File: src/sv/spq_pkg.sv
`timescale 1ns / 1ps

package spq_pkg;

  // Default number of entry cells in the sorted array.
  localparam int DepthDef = 16;

  // Field widths fixed by the interface.
  localparam int ReqW   = 2;
  localparam int PidW   = 8;
  localparam int PrioW  = 8;
  localparam int StatW  = 2;
  localparam int CountW = 5;

  // Request codes.
  localparam logic [ReqW-1:0] REQ_INSERT = 2'd0;
  localparam logic [ReqW-1:0] REQ_REMOVE = 2'd1;
  localparam logic [ReqW-1:0] REQ_QUERY  = 2'd2;

  // Result status codes.
  localparam logic [StatW-1:0] STAT_OK    = 2'd0;
  localparam logic [StatW-1:0] STAT_FULL  = 2'd1;
  localparam logic [StatW-1:0] STAT_EMPTY = 2'd2;

  // Commands from the controller to the datapath.
  typedef struct packed {
    logic load_req;  // capture the accepted request beat
    logic exec;      // apply the request and load the result register
  } cmd_t;

endpackage

File: src/sv/spq_ctrl.sv
`timescale 1ns / 1ps

module spq_ctrl (
  input  logic          clk,
  input  logic          rst_n,
  input  logic          in_valid,
  output logic          in_ready,
  output logic          out_valid,
  input  logic          out_ready,
  output spq_pkg::cmd_t cmd
);
  import spq_pkg::*;

  localparam logic S_IDLE = 1'b0;
  localparam logic S_EXEC = 1'b1;

  logic state_r, state_nxt;
  logic out_valid_r, out_valid_nxt;
  logic exec;

  // A request is taken only when no other request is in flight.
  assign in_ready = (state_r == S_IDLE);

  // The request executes once the result register is free or being drained.
  assign exec = (state_r == S_EXEC) && (!out_valid_r || out_ready);

  assign cmd.load_req = in_valid && in_ready;
  assign cmd.exec     = exec;
  assign out_valid    = out_valid_r;

  // Next-state logic.
  always_comb begin
    state_nxt = state_r;
    case (state_r)
      S_IDLE: begin
        if (in_valid) begin
          state_nxt = S_EXEC;
        end
      end
      S_EXEC: begin
        if (exec) begin
          state_nxt = S_IDLE;
        end
      end
      default: state_nxt = S_IDLE;
    endcase
  end

  // The result register fills on execute and empties when its beat is taken.
  always_comb begin
    out_valid_nxt = out_valid_r;
    if (exec) begin
      out_valid_nxt = 1'b1;
    end else if (out_ready) begin
      out_valid_nxt = 1'b0;
    end
  end

  always_ff @(posedge clk) begin
    if (!rst_n) begin
      state_r     <= S_IDLE;
      out_valid_r <= 1'b0;
    end else begin
      state_r     <= state_nxt;
      out_valid_r <= out_valid_nxt;
    end
  end

endmodule

File: src/sv/spq_dpath.sv
`timescale 1ns / 1ps

module spq_dpath #(
  parameter int QUEUE_DEPTH = spq_pkg::DepthDef
) (
  input  logic                         clk,
  input  logic                         rst_n,
  input  spq_pkg::cmd_t                cmd,
  input  logic [spq_pkg::ReqW-1:0]     in_req_type,
  input  logic [spq_pkg::PidW-1:0]     in_process_id,
  input  logic [spq_pkg::PrioW-1:0]    in_priority_req,
  output logic [spq_pkg::StatW-1:0]    out_status,
  output logic [spq_pkg::PidW-1:0]     out_process_id,
  output logic [spq_pkg::PrioW-1:0]    out_priority,
  output logic                         out_is_empty,
  output logic [spq_pkg::CountW-1:0]   out_entry_count_out
);
  import spq_pkg::*;

  localparam int CntW = $clog2(QUEUE_DEPTH + 1);

  // Captured request.
  logic [ReqW-1:0]  req_r;
  logic [PidW-1:0]  pid_r;
  logic [PrioW-1:0] prio_r;

  // Sorted cell array, cell 0 is served next.
  logic [PidW-1:0]  cell_pid_r   [QUEUE_DEPTH];
  logic [PrioW-1:0] cell_prio_r  [QUEUE_DEPTH];
  logic [PidW-1:0]  cell_pid_nxt [QUEUE_DEPTH];
  logic [PrioW-1:0] cell_prio_nxt[QUEUE_DEPTH];
  logic [CntW-1:0]  cnt_r, cnt_nxt;

  // Result register.
  logic [StatW-1:0]  stat_r, stat_nxt;
  logic [PidW-1:0]   rpid_r, rpid_nxt;
  logic [PrioW-1:0]  rprio_r, rprio_nxt;
  logic              empty_r;
  logic [CountW-1:0] cnt_out_r;

  logic [QUEUE_DEPTH-1:0] valid;
  logic [QUEUE_DEPTH-1:0] gt;
  logic [QUEUE_DEPTH-1:0] open;
  logic full, empty, do_ins, do_rem;

  assign full   = (cnt_r == CntW'(QUEUE_DEPTH));
  assign empty  = (cnt_r == '0);
  assign do_ins = (req_r == REQ_INSERT) && !full;
  assign do_rem = (req_r == REQ_REMOVE) && !empty;

  // Every cell compares its priority against the new one in parallel.
  always_comb begin
    for (int i = 0; i < QUEUE_DEPTH; i++) begin
      valid[i] = (CntW'(i) < cnt_r);
      gt[i]    = valid[i] && (cell_prio_r[i] > prio_r);
      open[i]  = gt[i] || !valid[i];
    end
  end

  // Cell update: shift toward the tail on insert, toward the head on remove.
  always_comb begin
    for (int i = 0; i < QUEUE_DEPTH; i++) begin
      cell_pid_nxt[i]  = cell_pid_r[i];
      cell_prio_nxt[i] = cell_prio_r[i];
      if (do_ins) begin
        if (i > 0 && gt[i-1]) begin
          cell_pid_nxt[i]  = cell_pid_r[i-1];
          cell_prio_nxt[i] = cell_prio_r[i-1];
        end else if (open[i] && !(i > 0 && open[i-1])) begin
          cell_pid_nxt[i]  = pid_r;
          cell_prio_nxt[i] = prio_r;
        end
      end else if (do_rem && i < QUEUE_DEPTH - 1) begin
        cell_pid_nxt[i]  = cell_pid_r[i+1];
        cell_prio_nxt[i] = cell_prio_r[i+1];
      end
    end
  end

  // Count and result fields.
  always_comb begin
    cnt_nxt   = cnt_r;
    stat_nxt  = STAT_OK;
    rpid_nxt  = '0;
    rprio_nxt = '0;
    if (req_r == REQ_INSERT) begin
      if (full) begin
        stat_nxt = STAT_FULL;
      end else begin
        cnt_nxt = cnt_r + CntW'(1);
      end
    end else if (req_r == REQ_REMOVE) begin
      if (empty) begin
        stat_nxt = STAT_EMPTY;
      end else begin
        cnt_nxt   = cnt_r - CntW'(1);
        rpid_nxt  = cell_pid_r[0];
        rprio_nxt = cell_prio_r[0];
      end
    end
  end

  // Request capture.
  always_ff @(posedge clk) begin
    if (cmd.load_req) begin
      req_r  <= in_req_type;
      pid_r  <= in_process_id;
      prio_r <= in_priority_req;
    end
  end

  // Cell array and result register.
  always_ff @(posedge clk) begin
    if (cmd.exec) begin
      for (int i = 0; i < QUEUE_DEPTH; i++) begin
        cell_pid_r[i]  <= cell_pid_nxt[i];
        cell_prio_r[i] <= cell_prio_nxt[i];
      end
      stat_r    <= stat_nxt;
      rpid_r    <= rpid_nxt;
      rprio_r   <= rprio_nxt;
      empty_r   <= (cnt_nxt == '0);
      cnt_out_r <= CountW'(cnt_nxt);
    end
  end

  // Entry count.
  always_ff @(posedge clk) begin
    if (!rst_n) begin
      cnt_r <= '0;
    end else if (cmd.exec) begin
      cnt_r <= cnt_nxt;
    end
  end

  assign out_status          = stat_r;
  assign out_process_id      = rpid_r;
  assign out_priority        = rprio_r;
  assign out_is_empty        = empty_r;
  assign out_entry_count_out = cnt_out_r;

endmodule

File: src/sv/sorted_priority_queue_unit.sv
`timescale 1ns / 1ps
// Channel  Handshake             Beat contents
// in       in_valid / in_ready   in_req_type, in_process_id, in_priority_req
// out      out_valid / out_ready out_status, out_process_id, out_priority,
//                                out_is_empty, out_entry_count_out
//
// Each request is first captured, then applied in the execute state, in which
// every cell of the sorted array compares and shifts in parallel.
// The result register holds one beat; the next request is captured while it
// waits, and executes as soon as that beat is taken.
// Reset (synchronous, active low) empties the queue; cell contents stay as is.

module sorted_priority_queue_unit #(
  parameter int QUEUE_DEPTH = spq_pkg::DepthDef
) (
  input  logic                         clk,
  input  logic                         rst_n,
  input  logic                         in_valid,
  output logic                         in_ready,
  input  logic [spq_pkg::ReqW-1:0]     in_req_type,
  input  logic [spq_pkg::PidW-1:0]     in_process_id,
  input  logic [spq_pkg::PrioW-1:0]    in_priority_req,
  output logic                         out_valid,
  input  logic                         out_ready,
  output logic [spq_pkg::StatW-1:0]    out_status,
  output logic [spq_pkg::PidW-1:0]     out_process_id,
  output logic [spq_pkg::PrioW-1:0]    out_priority,
  output logic                         out_is_empty,
  output logic [spq_pkg::CountW-1:0]   out_entry_count_out
);
  import spq_pkg::*;

  cmd_t cmd;

  // Sequencing of capture, execute and result delivery.
  spq_ctrl u_ctrl (
    .clk       (clk),
    .rst_n     (rst_n),
    .in_valid  (in_valid),
    .in_ready  (in_ready),
    .out_valid (out_valid),
    .out_ready (out_ready),
    .cmd       (cmd)
  );

  // Sorted cell array and result register.
  spq_dpath #(
    .QUEUE_DEPTH (QUEUE_DEPTH)
  ) u_dpath (
    .clk                 (clk),
    .rst_n               (rst_n),
    .cmd                 (cmd),
    .in_req_type         (in_req_type),
    .in_process_id       (in_process_id),
    .in_priority_req     (in_priority_req),
    .out_status          (out_status),
    .out_process_id      (out_process_id),
    .out_priority        (out_priority),
    .out_is_empty        (out_is_empty),
    .out_entry_count_out (out_entry_count_out)
  );

`ifndef SYNTH
  // An execute always leaves a result beat waiting.
  a_exec_fills_out: assert property (@(posedge clk) disable iff (!rst_n)
    cmd.exec |=> out_valid)
    else $error("execute did not produce a result beat");

  // Only one request is in flight at a time.
  a_one_in_flight: assert property (@(posedge clk) disable iff (!rst_n)
    (in_valid && in_ready) |=> !in_ready)
    else $error("second request accepted while one is pending");

  // A dropped insert reports a full queue.
  a_full_count: assert property (@(posedge clk) disable iff (!rst_n)
    (out_valid && out_status == STAT_FULL) |->
      (out_entry_count_out == CountW'(QUEUE_DEPTH)))
    else $error("full status with a count below depth");

  // A remove from an empty queue returns nothing and reports empty.
  a_empty_result: assert property (@(posedge clk) disable iff (!rst_n)
    (out_valid && out_status == STAT_EMPTY) |->
      (out_is_empty && out_process_id == '0 && out_priority == '0))
    else $error("empty status with a nonzero result");
`endif

endmodule
File: config.mk
export PLATFORM = sky130hd
export DESIGN_NAME = sorted_priority_queue_unit
export DESIGN_NICKNAME = d
export VERILOG_FILES = /design/src/sv/spq_pkg.sv /design/src/sv/spq_ctrl.sv /design/src/sv/spq_dpath.sv /design/src/sv/sorted_priority_queue_unit.sv
export SDC_FILE = /design/constraint.sdc
export NUM_CORES = 1
export LEC_CHECK = 0
export BUFFER_PORTS_ARGS = -buffer_cell sky130_fd_sc_hd__buf_2
export CELL_PAD_IN_SITES_DETAIL_PLACEMENT = 0
export CELL_PAD_IN_SITES_GLOBAL_PLACEMENT = 1
export CORE_ASPECT_RATIO = 1.75
export CORE_MARGIN = 2
export CORE_UTILIZATION = 45
export DETAILED_ROUTE_END_ITERATION = 8
export HOLD_SLACK_MARGIN = 0.08
export PLACE_DENSITY = 0.77
export SYNTH_ARGS = -nofsm -noshare
export SYNTH_HDL_FRONTEND = slang
export SYNTH_SLANG_ARGS = --single-unit
File: constraint.sdc
create_clock -name clk -period 10.2 [get_ports clk]
set_input_delay 1.02 -clock clk [delete_from_list [all_inputs] [get_ports clk]]
set_output_delay 1.02 -clock clk [all_outputs]
set_load 0.01 [all_outputs]
Yosys cells after proc, flatten, opt, wreduce, memory -nomap -nowiden --
Memories as Yosys holds them, arrays and structs flattened. Index checks and enable logic that the tools add are counted.
Word-level totals: logic and storage cells 281, bits of input ports 22, memory bits (writable) 256, memories kept 2, output and inout port bits 26, bits in registers 49
Memory list:
- u_dpath.cell_pid_r | words 16, bits a word 8, read ports 16, clocked after memory_dff 0, write ports 16, RTL line spq_dpath.sv:28 | logic [PidW-1:0] cell_pid_r [QUEUE_DEPTH];
- u_dpath.cell_prio_r | words 16, bits a word 8, read ports 16, clocked after memory_dff 0, write ports 16, RTL line spq_dpath.sv:29 | logic [PrioW-1:0] cell_prio_r [QUEUE_DEPTH];
Operators by class: reduce and logical (&&, ||, !) cells 91, bitwise operators 2, eq/ne operators 2, $add $sub $neg 2, mux-type cells 139, magnitude comparators 32
Operators with widths (number):
- 2-to-1 mux 8 bit | 124
- > comparator 8 bit | 16
- less-than comparator 4 x 5 -> 1 bit, first input constant | 8
- logical AND 1 bit | 35
- logical NOT 1 bit | 34
- less-than comparator 3 x 5 -> 1 bit, first input constant | 4
- 2-to-1 mux 5 bit | 4
- logical OR 1 bit | 17
- logical NOT 5 bit | 2
- less-than comparator 1 x 5 -> 1 bit, first input constant | 2
- less-than comparator 2 x 5 -> 1 bit, first input constant | 2
- 2-to-1 mux 1 bit | 7
- 2-to-1 mux 2 bit | 3
- adder 5 x 1 -> 5 bit, second input constant | 1
- == test 5 bit, second input constant | 1
- subtractor 5 x 1 -> 5 bit, second input constant | 1
- OR reduction 3 bit | 1
- == test 2 x 1 -> 1 bit, second input constant | 1
- logical NOT 2 bit | 1
- NOT 1 bit | 2
- case mux 1 bit (2 select lines) | 1
- nonzero test 2 bit | 1

Longest topological paths before layout --
An unclocked memory read counts as a cell.
depth after elaboration 9, mapped depth 11, mapped depth without buffers 8

Hierarchy --
Synthesis repeated with hierarchy kept, for this count alone.
Second synthesis, totals: cell total of the unflattened synthesis 1732, area total of the unflattened synthesis 18247.5 µm²
Modules (own cells, without submodules):
- spq_dpath | area an instance 18137.4 µm², cells an instance 1722, times used 1, sequential area each 9048.7 µm²
- spq_ctrl | area an instance 110.1 µm², cells an instance 10, times used 1, sequential area each 40.0 µm²

Worst setup path after synthesis --
No wires, ideal clock.
kind reg2reg, from register, netlist name u_dpath.prio_r[7], to memory u_dpath.cell_pid_r[5][0] (netlist: u_dpath.cell_pid_r[0][40]) (enable), buffers on the path 3, cell stages (with the launch flop) 11, path slack 6.470 ns, period minus slack after synthesis 3.730 ns, arrival time 3.332 ns, setup time 0.399 ns, data required time 9.801 ns, cell sequence edfxtp_1 > clkbuf_1 > inv_1 > ha_1 > and4_1 > nand4_1 > o21ai_0 > a211o_1 > buf_2 > buf_2 > a31oi_1
RTL lines (RTL line):
- end: declaration | spq_dpath.sv:28

==> results.cfg <==
[sta]
rsz0062_at_grt = no
relSlewSlack_pct = 9.86
fin_crit_sh_pct = 45.7
max_freq_mhz = 214
finalSetupViolations = 0
hold_viol_final = 0
setup_slack_ps = 5540
timing.setup.tns_ps = 0
skew_ps = 24.4
slew_viol_final = 0
finalCriticalPeriod_ps = 4660
worstMarginPinSlew_ps = 1350

[power]
seqPwrFrac_pct = 48.6
internal_power_mw = 2.25
combPwrFrac_pct = 12.2
leakagePower_nw = 8.90
power_mw = 3.06
peakVddDrop_mv = 0.125
power_switching_mw = 0.812
pwr_density_cell_nw_per_um2 = 156
p_sw_share_pct = 26.5
clock_power_share_pct = 39.3

[die]
core.rowCount = 97
die_y_um = 269
io_pins = 48
start_util_pct = 45.2
fp.dieW_um = 155
core-area_um2 = 39800
dieArea_um2 = 41700

[clock_tree]
cts_made_buffers = 30
htree_levels = 1
cts_setup_buffers = 0
clk_latency_ps = 600
cts.sinks = 305
cts_tree = done
clock-root-buffer = clkbuf_16
ctsHoldBuffers = 0
cts_resized = 0
cts.clk_slew.worst_paths_ps = 60
cts.path.max_buffers = 3

[synthesis]
seq_area_frac_synth_pct = 50.5
synth_cells = 1657
synth_edf_count = 298
synth_fp_nets = 1811
async_flop_share_pct = 0
ys_types = 57
avgSynthCellArea_um2 = 10.9
ys_seq_elements = 305
synthFlopType = edfxtp_1
yosysTopAreaCell = edfxtp_1
yosys_warnings = 0
synth.top_cells.by_area = edfxtp_1 50%, mux2i_1 12%, ha_1 9.2%
netlist_area_um2 = 18000
synth_top_area_share_pct = 49.7

[routing]
route.vias.total = 13200
drc = 0
firstDrtPassIters = 6
route.antenna.remaining_nets = 0
viasPerCell = 6.10
postRouteWirelength_um = 53400
drt_iter0_drc = 837
wl_per_cell_um = 24.7

[critical_path]
cpMaxStageDelayCell = a31oi_2
crit_chain = inv_1 > ha_1 > nand4bb_1 > nand2_4 > buf_4 > buf_4 > o21ai_0 > a31oi_2
crit_top_cell = buf_4
cp-start-kind = register
critPathMaxFanout = 97
max_stage_delay_ps = 810
crit_type = reg2reg
required_ps = 10400
cp-end-kind = register
critPathArrivalTime_ps = 4870

[final_layout]
multi_input_area_um2 = 8430
antenna_cells = 0
nFillCells = 3635
nNetsFinal = 1801
layout-drive-gt1-share_pct = 9.46
fin_util_pct = 49.5
final-seq-area_um2 = 9090
syn_to_final_growth_pct = 9.39

[grt]
antenna_found_initial = 0
grt_usage_pct = 25.5
grt_max_degree = 231
grt_pass1_vias = 13500
overflow = 0
grt_pass1_wl_um = 79800

[outcome]
outcome = finished clean

[placed_design]
routabilityCongestion = 0.887
dp_hpwl_um = 38300
portBuffers = 47
place_ws_ps = 5610

[flow_run]
maxCapViolations = 0

[min_path]
worstHoldPathType = reg2reg
[kinds of logic after synthesis]
group	synth area share (%)
compound gates	13.1
xor+xnor	0.146
fa+ha+maj	9.17
buf+inv	3.35
flops	50.5
mux	13.5
simple gates	10.3
[worst max-delay path: cells and delay by family, from the launching register on]
kind | cells | cell delay (ps)
flops | 1 | 430
buf+inv | 3 | 1710
simple gates | 2 | 780
fa+ha+maj | 1 | 210
compound gates | 2 | 1050
[synthesized netlist by cell type (8+ instances only)]
cell type	count
nor2_1	29
buf_2	35
o211ai_1	12
mux2i_1	224
a21o_1	16
nor3_1	9
a21oi_1	43
a211oi_1	14
nand2_1	285
o21ai_0	258
nand4_1	27
a31oi_1	14
nand3_1	11
ha_1	132
a211o_1	8
clkbuf_1	62
and3_1	15
mux2_2	16
edfxtp_1	298
nor2b_1	15
o21ai_1	10
inv_1	33
[metal layers]
metal	share of wire (%)	vias to the layer above	GRT usage [%]	wire length (um)
li1	-	6152	-	-
met1	35	6356	26.6	18900
met2	51	472	46.7	27400
met3	4.9	223	3.23	2590
met4	8.4	0	19.1	4490
met5	0	-	0	0
[placed cells by master (no fill, tap or decap), types with 15 or more instances in the layout]
master / synthesis / layout
ha_1: 132 / 132
nand4_1: 27 / 27
o21ai_0: 258 / 258
a21o_1: 16 / 16
nor2_1: 29 / 29
mux2i_1: 224 / 224
buf_2: 35 / 47
buf_4: 3 / 18
and3_1: 15 / 15
inv_1: 33 / 33
mux2_2: 16 / 16
clkbuf_16: 0 / 31
nand2_1: 285 / 284
edfxtp_1: 298 / 298
a21oi_1: 43 / 43
[state kept, by name, summed over array words and instances (netlist names), 2 cells and up]
register	cells
u_dpath.out_priority	8
u_dpath.req_r	2
u_dpath.out_status	2
u_dpath.prio_r	8
u_dpath.cnt_r	5
u_dpath.pid_r	8
u_dpath.cell_prio_r	128
u_dpath.cell_pid_r	128
u_dpath.out_process_id	8
u_dpath.out_entry_count_out	5
[through the flow]
stage	hold WS, ps	cell area, um^2	cells
finish	524	19700	2165
global route	568	19700	2165
floorplan	496	18000	1657
detailed placement	513	18700	2110
global placement	492	18700	2110
CTS	529	19700	2165
[power by group through the flow]
stage / Clock (mW) / Sequential, mW / Combinational, mW
after floorplan: 0 / 1.48 / 0.266
after global placement: 0 / 1.51 / 0.360
after detailed placement: 0 / 1.51 / 0.371
after CTS: 1.22 / 1.49 / 0.371
after global routing: 1.26 / 1.49 / 0.415
final: 1.20 / 1.49 / 0.373
[final cells by class]
cell class,count,area share [%]
clock buffers,32,3.96
clock inverters,23,1.36
inverters,34,0.648
multi-input cells,1210,42.8
flip-flops and latches,305,46.1
well taps,495,3.14
repair buffers,66,1.98
[path summary, 6_finish.rpt]
check	start	end	slack, ps	cells after the start
max reg2reg	u_dpath.cnt_r[1]	u_dpath.cell_pid_r[1][18]	5540	8
max	u_dpath.cnt_r[1]	u_dpath.cell_pid_r[1][18]	5540	8
min	u_ctrl.out_valid	u_ctrl.out_valid	520	2
min reg2reg	u_ctrl.out_valid	u_ctrl.out_valid	520	2
Power figures use the tool's default switching activity.
